[config.mk]
export PLATFORM = sky130hd
export DESIGN_NAME = multi_queue_message_store_core
export DESIGN_NICKNAME = d
export VERILOG_FILES = /design/src/hdl/mqms_pkg.sv /design/src/hdl/multi_queue_message_store_core.sv /design/src/hdl/mqms_ram.sv
export SDC_FILE = /design/constraint.sdc
export NUM_CORES = 2
export LEC_CHECK = 0
export ABC_AREA = 1
export ABC_CLOCK_PERIOD_IN_PS = 7700
export BUFFER_PORTS_ARGS = -buffer_cell sky130_fd_sc_hd__buf_2
export CAP_MARGIN = 0
export CORE_AREA = 5 5 553 555
export CTS_CLUSTER_DIAMETER = 150
export DETAILED_ROUTE_END_ITERATION = 10
export DIE_AREA = 0 0 558 560
export PLACE_DENSITY_LB_ADDON = 0.08
export SYNTH_ARGS = -nofsm -noshare
export SYNTH_HDL_FRONTEND = slang
export SYNTH_HIERARCHICAL = 1
export SYNTH_MEMORY_MAX_BITS = 65536
export SYNTH_SLANG_ARGS = --single-unit
[constraint.sdc]
create_clock -name clk -period 7.7 [get_ports clk]
set_clock_uncertainty 0.15 [all_clocks]
set_input_delay 0.77 -clock clk [delete_from_list [all_inputs] [get_ports clk]]
set_output_delay 0.77 -clock clk [all_outputs]
set_load 0.005 [all_outputs]
[src/hdl/mqms_pkg.sv]
// Shared types and constants of the multi-queue message store.
`timescale 1ns / 1ps

package mqms_pkg;

  localparam int QID_W      = 3;
  localparam int SIZE_W     = 16;
  localparam int MSG_PORT_W = 32;
  localparam int STATUS_W   = 4;
  localparam int REQ_W      = 2;

  localparam int IN_DATA_W  = 56;
  localparam int OUT_DATA_W = 40;

  typedef enum logic [REQ_W-1:0] {
    REQ_CREATE = 2'd0,
    REQ_DELETE = 2'd1,
    REQ_POST   = 2'd2,
    REQ_TAKE   = 2'd3
  } req_t;

  typedef enum logic [STATUS_W-1:0] {
    STATUS_OK      = 4'd0,
    STATUS_INVALID = 4'd1,
    STATUS_SIZE    = 4'd2,
    STATUS_NOFREE  = 4'd3,
    STATUS_WAITING = 4'd4,
    STATUS_NULL    = 4'd5,
    STATUS_FULL    = 4'd6,
    STATUS_EMPTY   = 4'd7,
    STATUS_HANDED  = 4'd8
  } status_t;

  typedef enum logic [1:0] {
    ST_IDLE,
    ST_EXEC,
    ST_READ_MSG
  } state_t;

endpackage

[src/hdl/multi_queue_message_store_core.sv]
// Top level of the multi-queue message store: request decode, queue descriptors and message RAM.
`timescale 1ns / 1ps

// Requests arrive on the s_axis channel, one beat per request, and each request
// gives exactly one result beat on the m_axis channel.
// A create, delete or post request has its result loaded into the output register
// from its decision step, which follows the descriptor read, and the next request
// can be accepted once the block is back in idle. A take needs a further step,
// because the message address comes from the queue descriptor read first and
// the message RAM is then read in a second step.
// Only one request is in flight at a time: the descriptor RAM read, the
// decision and its write-back, and for a take the message RAM read, run in turn.
// The next request is accepted as soon as the previous one has been resolved,
// even while its result still waits in the output register.
// If the receiver stalls, the finished result is held in the output register and a
// following request waits in its decision step (a take in its message read step) until that register frees.
// Reset empties the output register and restores the free list to queues 0 to
// NUM_QUEUES-1 in order; descriptors read as freshly reset until first written,
// so no clearing pass is needed and requests are accepted straight after reset.
module multi_queue_message_store_core
  import mqms_pkg::*;
#(
  parameter int NUM_QUEUES = 8,
  parameter int MAX_DEPTH  = 16,
  parameter int MSG_WIDTH  = 32
) (
  input  logic                  clk,
  input  logic                  rst,
  input  logic                  s_axis_tvalid,
  output logic                  s_axis_tready,
  // queue_id[2:0], queue_size[18:3], message[50:19], waiter_present[51], zero pad
  input  logic [IN_DATA_W-1:0]  s_axis_tdata,
  // req_type[1:0]
  input  logic [REQ_W-1:0]      s_axis_tuser,
  output logic                  m_axis_tvalid,
  input  logic                  m_axis_tready,
  // status[3:0], result_queue[6:4], taken_message[38:7], zero pad
  output logic [OUT_DATA_W-1:0] m_axis_tdata
);

  localparam int QW      = $clog2(NUM_QUEUES + 1);
  localparam int QIW     = NUM_QUEUES > 1 ? $clog2(NUM_QUEUES) : 1;
  localparam int DW      = $clog2(MAX_DEPTH + 1);
  localparam int IW      = MAX_DEPTH > 1 ? $clog2(MAX_DEPTH) : 1;
  localparam int MDEPTH  = NUM_QUEUES * MAX_DEPTH;
  localparam int AW      = MDEPTH > 1 ? $clog2(MDEPTH) : 1;
  localparam int STORE_W = MSG_WIDTH < MSG_PORT_W ? MSG_WIDTH : MSG_PORT_W;
  localparam int QCMP    = QW > QID_W ? QW : QID_W;

  typedef struct packed {
    logic          live;
    logic [QW-1:0] link;
    logic [IW-1:0] wr_idx;
    logic [IW-1:0] rd_idx;
    logic [DW-1:0] count;
    logic [DW-1:0] cap;
  } qdesc_t;

  localparam int DESC_W = $bits(qdesc_t);

  state_t state, state_next;

  req_t               req_type;
  logic [QID_W-1:0]   req_qid;
  logic [SIZE_W-1:0]  req_size;
  logic [STORE_W-1:0] req_msg;
  logic               req_waiter;
  logic [QIW-1:0]     cur_q;

  logic [QW-1:0]      free_head, free_head_next;
  logic [NUM_QUEUES-1:0] desc_vld;

  logic                 out_valid;
  logic [STATUS_W-1:0]  out_status;
  logic [QID_W-1:0]     out_rq;
  logic [MSG_PORT_W-1:0] out_taken;

  logic               in_accept;
  logic               slot_free;
  logic               desc_re, desc_we;
  logic [QIW-1:0]     desc_raddr;
  qdesc_t             desc_rdata, desc_cur, desc_wdata, desc_reset;
  logic               msg_we, msg_re;
  logic [AW-1:0]      msg_addr;
  logic [STORE_W-1:0] msg_rdata;

  logic               out_load;
  status_t            load_status;
  logic [QID_W-1:0]   load_rq;
  logic [MSG_PORT_W-1:0] load_taken;

  status_t            dec_status;
  logic               dec_write;
  logic               dec_take_ok;
  logic               dec_msg_write;
  logic               free_update;
  qdesc_t             dec_desc;
  logic               q_ok;
  logic [DW-1:0]      idx_inc;

  assign in_accept     = s_axis_tvalid && s_axis_tready;
  assign slot_free     = !out_valid || m_axis_tready;
  assign m_axis_tvalid = out_valid;
  assign m_axis_tdata  = {{(OUT_DATA_W - STATUS_W - QID_W - MSG_PORT_W){1'b0}},
                          out_taken, out_rq, out_status};

  assign desc_raddr = (s_axis_tuser == REQ_CREATE) ? QIW'(free_head)
                                                   : QIW'(s_axis_tdata[QID_W-1:0]);

  always_comb begin
    desc_reset        = '0;
    desc_reset.link   = QW'(cur_q) + QW'(1);
    desc_cur          = desc_vld[cur_q] ? desc_rdata : desc_reset;
  end

  assign q_ok = (QCMP'(req_qid) < QCMP'(NUM_QUEUES)) && desc_cur.live;

  mqms_ram #(
    .WIDTH(DESC_W),
    .DEPTH(NUM_QUEUES)
  ) u_desc_ram (
    .clk  (clk),
    .we   (desc_we),
    .waddr(cur_q),
    .wdata(desc_wdata),
    .re   (desc_re),
    .raddr(desc_raddr),
    .rdata(desc_rdata)
  );

  mqms_ram #(
    .WIDTH(STORE_W),
    .DEPTH(MDEPTH)
  ) u_msg_ram (
    .clk  (clk),
    .we   (msg_we),
    .waddr(msg_addr),
    .wdata(req_msg),
    .re   (msg_re),
    .raddr(msg_addr),
    .rdata(msg_rdata)
  );

  // Decision on the request held in the input registers, from the descriptor just read.
  always_comb begin
    dec_status    = STATUS_OK;
    dec_write     = 1'b0;
    dec_take_ok   = 1'b0;
    dec_msg_write = 1'b0;
    free_update   = 1'b0;
    dec_desc      = desc_cur;
    idx_inc       = '0;
    free_head_next = free_head;
    msg_addr      = AW'(cur_q) * AW'(MAX_DEPTH) + AW'(desc_cur.wr_idx);
    unique case (req_type)
      REQ_CREATE: begin
        if (req_size > SIZE_W'(MAX_DEPTH)) begin
          dec_status = STATUS_SIZE;
        end else if (free_head == QW'(NUM_QUEUES)) begin
          dec_status = STATUS_NOFREE;
        end else begin
          dec_write       = 1'b1;
          free_update     = 1'b1;
          free_head_next  = desc_cur.link;
          dec_desc.live   = 1'b1;
          dec_desc.wr_idx = '0;
          dec_desc.rd_idx = '0;
          dec_desc.count  = '0;
          dec_desc.cap    = DW'(req_size);
        end
      end
      REQ_DELETE: begin
        if (!q_ok) begin
          dec_status = STATUS_INVALID;
        end else if (req_waiter) begin
          dec_status = STATUS_WAITING;
        end else begin
          dec_write      = 1'b1;
          free_update    = 1'b1;
          free_head_next = QW'(cur_q);
          dec_desc.live  = 1'b0;
          dec_desc.link  = free_head;
        end
      end
      REQ_POST: begin
        if (req_msg == '0) begin
          dec_status = STATUS_NULL;
        end else if (!q_ok) begin
          dec_status = STATUS_INVALID;
        end else if (req_waiter) begin
          dec_status = STATUS_HANDED;
        end else if (desc_cur.count >= desc_cur.cap) begin
          dec_status = STATUS_FULL;
        end else begin
          dec_write       = 1'b1;
          dec_msg_write   = 1'b1;
          idx_inc         = DW'(desc_cur.wr_idx) + DW'(1);
          dec_desc.count  = desc_cur.count + DW'(1);
          dec_desc.wr_idx = (idx_inc >= desc_cur.cap) ? '0 : IW'(idx_inc);
        end
      end
      REQ_TAKE: begin
        msg_addr = AW'(cur_q) * AW'(MAX_DEPTH) + AW'(desc_cur.rd_idx);
        if (!q_ok) begin
          dec_status = STATUS_INVALID;
        end else if (desc_cur.count == '0) begin
          dec_status = STATUS_EMPTY;
        end else begin
          dec_write       = 1'b1;
          dec_take_ok     = 1'b1;
          idx_inc         = DW'(desc_cur.rd_idx) + DW'(1);
          dec_desc.count  = desc_cur.count - DW'(1);
          dec_desc.rd_idx = (idx_inc >= desc_cur.cap) ? '0 : IW'(idx_inc);
        end
      end
      default: begin
        dec_status = STATUS_INVALID;
      end
    endcase
  end

  always_comb begin
    state_next = state;
    unique case (state)
      ST_IDLE: begin
        if (in_accept) begin
          state_next = ST_EXEC;
        end
      end
      ST_EXEC: begin
        if (dec_take_ok) begin
          state_next = ST_READ_MSG;
        end else if (slot_free) begin
          state_next = ST_IDLE;
        end
      end
      ST_READ_MSG: begin
        if (slot_free) begin
          state_next = ST_IDLE;
        end
      end
      default: begin
        state_next = ST_IDLE;
      end
    endcase
  end

  always_comb begin
    s_axis_tready = 1'b0;
    desc_re       = 1'b0;
    desc_we       = 1'b0;
    desc_wdata    = dec_desc;
    msg_we        = 1'b0;
    msg_re        = 1'b0;
    out_load      = 1'b0;
    load_status   = dec_status;
    load_rq       = '0;
    load_taken    = '0;
    unique case (state)
      ST_IDLE: begin
        s_axis_tready = !rst;
        desc_re       = s_axis_tvalid;
      end
      ST_EXEC: begin
        if (dec_take_ok) begin
          desc_we = 1'b1;
          msg_re  = 1'b1;
        end else if (slot_free) begin
          desc_we  = dec_write;
          msg_we   = dec_msg_write;
          out_load = 1'b1;
          if (req_type == REQ_CREATE && dec_status == STATUS_OK) begin
            load_rq = QID_W'(cur_q);
          end
        end
      end
      ST_READ_MSG: begin
        out_load    = slot_free;
        load_status = STATUS_OK;
        load_taken  = MSG_PORT_W'(msg_rdata);
      end
      default: begin
        s_axis_tready = 1'b0;
      end
    endcase
  end

  always_ff @(posedge clk) begin
    if (rst) begin
      state     <= ST_IDLE;
      free_head <= '0;
      desc_vld  <= '0;
      out_valid <= 1'b0;
    end else begin
      state <= state_next;
      if (desc_we) begin
        desc_vld[cur_q] <= 1'b1;
      end
      if (desc_we && free_update) begin
        free_head <= free_head_next;
      end
      if (out_load) begin
        out_valid <= 1'b1;
      end else if (m_axis_tready) begin
        out_valid <= 1'b0;
      end
    end
  end

  always_ff @(posedge clk) begin
    if (in_accept) begin
      req_type   <= req_t'(s_axis_tuser);
      req_qid    <= s_axis_tdata[QID_W-1:0];
      req_size   <= s_axis_tdata[QID_W +: SIZE_W];
      req_msg    <= s_axis_tdata[QID_W + SIZE_W +: STORE_W];
      req_waiter <= s_axis_tdata[QID_W + SIZE_W + MSG_PORT_W];
      cur_q      <= desc_raddr;
    end
    if (out_load) begin
      out_status <= load_status;
      out_rq     <= load_rq;
      out_taken  <= load_taken;
    end
  end

  assert property (@(posedge clk) disable iff (rst) free_head <= QW'(NUM_QUEUES))
    else $error("free list head beyond the pool");

  assert property (@(posedge clk) disable iff (rst) in_accept |=> !s_axis_tready)
    else $error("second request accepted while one is in flight");

  assert property (@(posedge clk) disable iff (rst)
                   (m_axis_tvalid && m_axis_tdata[STATUS_W-1:0] != STATUS_OK) |->
                   (m_axis_tdata[STATUS_W +: QID_W + MSG_PORT_W] == '0))
    else $error("refused request carries a queue number or message");

  assert property (@(posedge clk) disable iff (rst) (desc_we || msg_we) |-> state == ST_EXEC)
    else $error("state written outside the decision step");

endmodule

[src/hdl/mqms_ram.sv]
// Generic single-port-write, registered-read RAM.
`timescale 1ns / 1ps

module mqms_ram #(
  parameter int WIDTH = 32,
  parameter int DEPTH = 16
) (
  input  logic                                  clk,
  input  logic                                  we,
  input  logic [(DEPTH > 1 ? $clog2(DEPTH) : 1)-1:0] waddr,
  input  logic [WIDTH-1:0]                      wdata,
  input  logic                                  re,
  input  logic [(DEPTH > 1 ? $clog2(DEPTH) : 1)-1:0] raddr,
  output logic [WIDTH-1:0]                      rdata
);

  logic [WIDTH-1:0] mem [DEPTH];

  always_ff @(posedge clk) begin
    if (we) begin
      mem[waddr] <= wdata;
    end
    if (re) begin
      rdata <= mem[raddr];
    end
  end

endmodule
Word level (Yosys, flattened, before mapping) --
Memories as Yosys holds them, arrays and structs flattened. A register that Yosys moved wholly into a read port is not among the register bits. Cells that the tools add are included.
Storage, ports and cells: register bits 108, memory bits (writable) 4280, input port bits 62, output and inout port bits 42, word-level logic and storage cells 143, memories kept 2
Operators by class: $add $sub $neg 7, order comparisons 6, equal/unequal tests 11, muxes and demuxes 84, bitwise gates (word level) 4, reductions and logical operators 17
Memories:
- u_msg_ram.mem | depth 128, width 32, read ports 1, clocked after Yosys merged registers in 1, write ports 1, RTL line mqms_ram.sv:17 | logic [WIDTH-1:0] mem [DEPTH];
- u_desc_ram.mem | depth 8, width 23, read ports 1, clocked after Yosys merged registers in 1, write ports 1, RTL line mqms_ram.sv:17
Operators by type and width (number):
- $mux W4 | 14
- $mux W18 | 2
- $mux W5 | 7
- $mux W1 | 34
- $logic_not A32 Y1 | 1
- $pmux W4 S2 | 3
- $mux W23 | 1
- $mux W3 | 6
- $mux W9 | 2
- $gt A16 B5 Y1 const B | 1
- $pmux W4 S4 | 1
- $ge A5 B5 Y1 | 3
- $pmux W5 S3 | 1
- $add A7 B4 Y7 | 2
- $add A4 B1 Y5 const B | 2
- $mux W2 | 5
- $ne A2 B2 Y1 const B | 5
- $or A8 B8 Y8 | 1
- $mux W7 | 1
- $eq A2 B2 Y1 const B | 3
- $logic_not A2 Y1 | 3
- $pmux W1 S2 | 3
- $pmux W2 S3 | 1
- $reduce_and A6 Y1 | 1
- other kinds (18) | 26

Logic depth before layout (Yosys ltp) --
word-level depth 14, gate-level depth with buffers 27, mapped depth without buffers 25

By module --
Netlist, hierarchy kept.
By module, submodules not included:
- mqms_ram (u_msg_ram) | times used 1, cells an instance 13389, area each 164954.5 sq um, sequential area each 123958.9 sq um
- mqms_ram (u_desc_ram) | times used 1, cells an instance 835, area each 8834.7 sq um, sequential area each 6216.0 sq um
- multi_queue_message_store_core | times used 1, cells an instance 633, area each 5669.2 sq um, sequential area each 3093.0 sq um

Least setup slack after synthesis --
No wires, ideal clock.
path kind register to register, start point register req_msg[17], end point memory u_msg_ram.mem[105][0], enable pin, library setup time 0.421 ns, arrival time 4.773 ns, required time 7.129 ns, setup slack 2.356 ns, cell stages (with the launch flop) 12, path buffers 2, clock period less this slack 5.344 ns, cells stage by stage edfxtp_1 -> nor2_1 -> nand4_1 -> or2_2 -> nor2_1 -> nor3_4 -> nand4_1 -> nor4_1 -> clkbuf_1 -> nand2_1 -> clkbuf_1 -> nor2_1
On the way: word-level cells in the longest chain between the ends 8
Ends and longest elaborated chain:
- from (decl) | RTL line multi_queue_message_store_core.sv:66 | logic [STORE_W-1:0] req_msg;
- from (signal assigned) | RTL line multi_queue_message_store_core.sv:315 | req_msg <= s_axis_tdata[QID_W + SIZE_W +: STORE_W];
- $logic_not A32 Y1 | RTL line multi_queue_message_store_core.sv:186 | if (req_msg == '0) begin
- $mux W1 | RTL line multi_queue_message_store_core.sv:186
- $mux W1 | RTL line multi_queue_message_store_core.sv:155 | unique case (req_type)
- $mux W1 | RTL line multi_queue_message_store_core.sv:268 | end else if (slot_free) begin
- $mux W1 | RTL line multi_queue_message_store_core.sv:265 | if (dec_take_ok) begin
- $mux W1 | RTL line multi_queue_message_store_core.sv:259 | unique case (state)
- named net msg_we | RTL line multi_queue_message_store_core.sv:83 | logic msg_we, msg_re;
- $mux W1 | RTL line mqms_ram.sv:20 | if (we) begin
- $mux W1 (not written as such) | RTL line mqms_ram.sv:21 | mem[waddr] <= wdata;
- to (decl) | RTL line mqms_ram.sv:17
The timed path passes the listed nets, and every way through them passes these cells.

Final worst setup path --
start point register cur_q[0], end point register u_msg_ram.rdata[30], read port of u_msg_ram.mem, data pin
On the way: elaborated cells on any way between the ends 12, classes of those cells add/sub: 2; mux: 9; reduce/logical: 1
RTL lines:
- from (decl) | RTL line multi_queue_message_store_core.sv:68 | logic [QIW-1:0] cur_q;
- from (signal assigned) | RTL line multi_queue_message_store_core.sv:317 | cur_q <= desc_raddr;
- $bmux W1 S3 (*) | RTL line multi_queue_message_store_core.sv:113 | desc_cur = desc_vld[cur_q] ? desc_rdata : desc_reset;
- $mux W1 (not written as such) (*) | RTL line multi_queue_message_store_core.sv:113
- $mux W23 (*) | RTL line multi_queue_message_store_core.sv:113
- $add A7 B4 Y7 (on tied branches) | RTL line multi_queue_message_store_core.sv:154, multi_queue_message_store_core.sv:203
- $mux W7 (*) | RTL line multi_queue_message_store_core.sv:155
- named net msg_addr[1] | RTL line multi_queue_message_store_core.sv:84 | logic [AW-1:0] msg_addr;
- to (decl) | RTL line mqms_ram.sv:14 | output logic [WIDTH-1:0] rdata
Mark *: on every way through the listed nets, which the timed path passes. The rest lies on a longest branch. The select of a mux whose other input is x is not followed. A chain may end at the register's enable or synchronous reset.

==> flow_summary.yaml <==
hold_path:
  hold_path_class: "in2reg"
  min_from: "s_axis_tvalid"
yosys:
  syn_area_per_cell_um2: 12.1
  synth_largest_area_cell: "edfxtp_1"
  synth_edf_count: 4428
  synth_nets: 14900
  synthArstFlopShare: 0
  ys_top_cells_by_area: "edfxtp_1 (74%), nand3_1 (12%), nand2_1 (9.6%)"
  ys_warn_count: 6
  ys_seq_area_frac: 0.743
  synthCells: 14900
  synth_flop_cell: "edfxtp_1"
  synth_top_cell_area_share: 0.741
  synth_cell_types: 43
  ys_seq_elements: 4443
  syn_area_um2: 179000
route:
  routed_via_density: 6.16
  ant_nets: 0
  drc: 0
  firstDrtPassIters: 8
  drtIter0Drc: 15700
  vias: 118000
  post_drt_wl_per_cell_um: 26.5
  routed_wl_mm: 509
finish:
  area_growth_pct: 11.0
  nets: 14900
  drive_gt1_frac: 0.0819
clocking:
  post_cts_buffers: 0
  ctsHoldBuffers: 52
  clockRootBuffer: "clkbuf_16"
  cts_tree: "done"
  clock_path_buffers: 4
  clock_sinks: 4443
  path_clk_slew_ps: 60
  cts_max_level: 5
  cts_resized: 0
  clock_latency_ps: 980
  cts_buffers: 445
critical_path:
  end_kind: "flop"
  worstSetupStartpoint: "cur_q[0]$_DFFE_PP_"
  start_kind: "flop"
  r2r-start: "cur_q[0]$_DFFE_PP_"
  worst-setup-path-type: "reg2reg"
  path_max_fanout: 159
  critPathRequiredTime_ps: 8240
  crit_arrival_ps: 6750
sta:
  min_period_ps: 6220
  slew_headroom: 0.120
  fmax_ghz: 0.161
  timing.hold.ws_ps: 229
  finalMaxSlewViolations: 0
  grt_setup_unrepaired: "false"
  tightestPinTransition_ps: 1320
  final-setup-viol-count: 0
  hold_viol: 0
  post-route-period-util: 0.807
  fin_setup_tns_ps: 0
die:
  die_w_um: 558
  io_pins: 104
  core_um2: 301000
  start_util: 0.596
  fp-row-count: 202
  die_h_um: 560
  dieArea_um2: 312000
grt:
  grt.total_usage: 0.321
  grt-ovfl-total: 0
  antenna_found_initial: 12
  grt_pass1_wl_mm: 741
  first_global_vias: 112000
  grt_max_degree: 220
pwr:
  p_per_area_nw_per_um2: 251
  peakVddDrop_mv: 0.280
  power.leakage_uw: 0.0701
placed_design:
  portBuffers: 98
  dp_hpwl_mm: 274
  gp_congestion: 0.873
flow_run:
  drv_cap: 0
run_status:
  status: "completed"
==> cells by family (layout without fill, tap and decap cells) <==
family	Yosys count	count (layout)	share of synthesized area
simple gates	9021	9021	0.218
flops	4443	4443	0.743
buf+inv	1279	1642	0.0343
compound gates	83	83	0.00259
fa+ha+maj	26	26	0.00181
xor+xnor	4	4	0.000195
other cells	1	11	0.0000209
==> metal layers <==
layer	vias to the layer above	GRT usage	share of wire
li1	52700	-	-
met1	58300	0.464	0.39
met2	6374	0.482	0.45
met3	954	0.0549	0.10
met4	4	0.151	0.054
met5	-	0.000772	0.000098
==> layout make-up <==
| type | instances | area (µm²) |
|---|---|---|
| diodes | 10 | 25.0 |
| clock buffers | 541 | 11700 |
| clock inverters | 283 | 2450 |
| fillers | 21800 | 102000 |
| inverters | 322 | 1260 |
| multi-input cells | 9135 | 41100 |
| flip-flops and latches | 4443 | 133000 |
| well taps | 3978 | 4980 |
| repair buffers | 496 | 4370 |
==> cells in the mapped netlist (2+ instances only) <==
library cell / count
a211oi_1: 2
a21oi_1: 26
a22oi_1: 3
buf_1: 102
buf_2: 611
buf_4: 91
buf_6: 31
clkbuf_1: 121
dfxtp_1: 15
edfxtp_1: 4428
ha_1: 26
inv_1: 312
inv_2: 7
inv_4: 3
nand2_1: 4604
nand2_2: 7
nand3_1: 4153
nand3b_1: 2
nand4_1: 14
nor2_1: 212
nor2_2: 3
nor2_4: 2
nor3_1: 15
nor4_1: 2
o21a_1: 4
o21ai_0: 38
o21ai_1: 2
o32ai_1: 2
or2_2: 3
xor2_1: 3
==> where the power goes <==
part           internal, µW  switching, µW
Clock                 12000           8990
Combinational           462           1780
Sequential            26700           32.1
==> worst max-delay path: stages (launching register included) <==
cell and delay [ps]:
edfxtp_1 690, inv_2 190, nand3_1 130, nand2_1 60
nor2_1 130, nand2_2 360, inv_2 400, nor2_1 150
nand2_1 130, o21ai_4 140, inv_16 410, buf_12 580
buf_4 480, nand3_1 140, nand3_1 170, nand3_1 140
nand3_1 150, nand3_1 440, nand3_1 350, nand2_1 80
==> cells in the final DEF, fill, tap and decap left out, types with 4 or more instances in the layout <==
cell type      count
nor3_1            15
nand2_1         4596
inv_1            309
buf_4            285
nor2_1            73
inv_6              9
a21oi_1           23
ha_1              25
nor2_4           132
nand3_1         4153
nand2_2           15
diode_2           10
bufinv_16         38
clkbuf_16        454
inv_2              5
buf_2             98
dfxtp_1           15
o21a_1             4
o21ai_0           34
dlygate4sd3_1     52
clkinv_8           8
edfxtp_1        4428
clkinv_1         124
buf_12            61
nor2_2            12
nand4_1           14
clkbuf_1          85
o21ai_4            4
clkinvlp_4        11
clkinv_2          90
==> stage by stage <==
stage | worst slack [ps] | util | cell area [µm²] | cells | power (µW)
after detailed placement | 1660 | 0.613 | 184000 | 18300 | 29400
after global routing | 1250 | 0.662 | 199000 | 19200 | 51400
after global placement | 1560 | 0.613 | 184000 | 18300 | 29300
final | 1480 | 0.662 | 199000 | 19200 | 50000
after floorplan | 2360 | - | 179000 | 14900 | 28400
after CTS | 1640 | 0.662 | 199000 | 19200 | 50200
==> final timing paths <==
path	to	slack, ps	cells past startpoint
worst max-delay path	u_msg_ram/rdata[30]$_DFFE_PP_	1480	19
worst min-delay path	state[1]$_SDFFE_PP0P_	230	6
worst max register to register	u_msg_ram/rdata[30]$_DFFE_PP_	1480	19
worst min register to register	desc_vld[1]$_SDFFE_PP0P_	310	2
==> registers in the layout (all words and copies together) (netlist names) <==
name,flops
cur_q,3
desc_vld,8
free_head,4
m_axis_tvalid,1
out_rq,3
out_status,4
out_taken,32
req_msg,32
req_size,16
req_type,2
req_waiter,1
state,2
u_desc_ram/mem,184
u_desc_ram/rdata,23
u_msg_ram/mem,4096
u_msg_ram/rdata,32
Note: power is estimated with default switching activity, not from simulation.
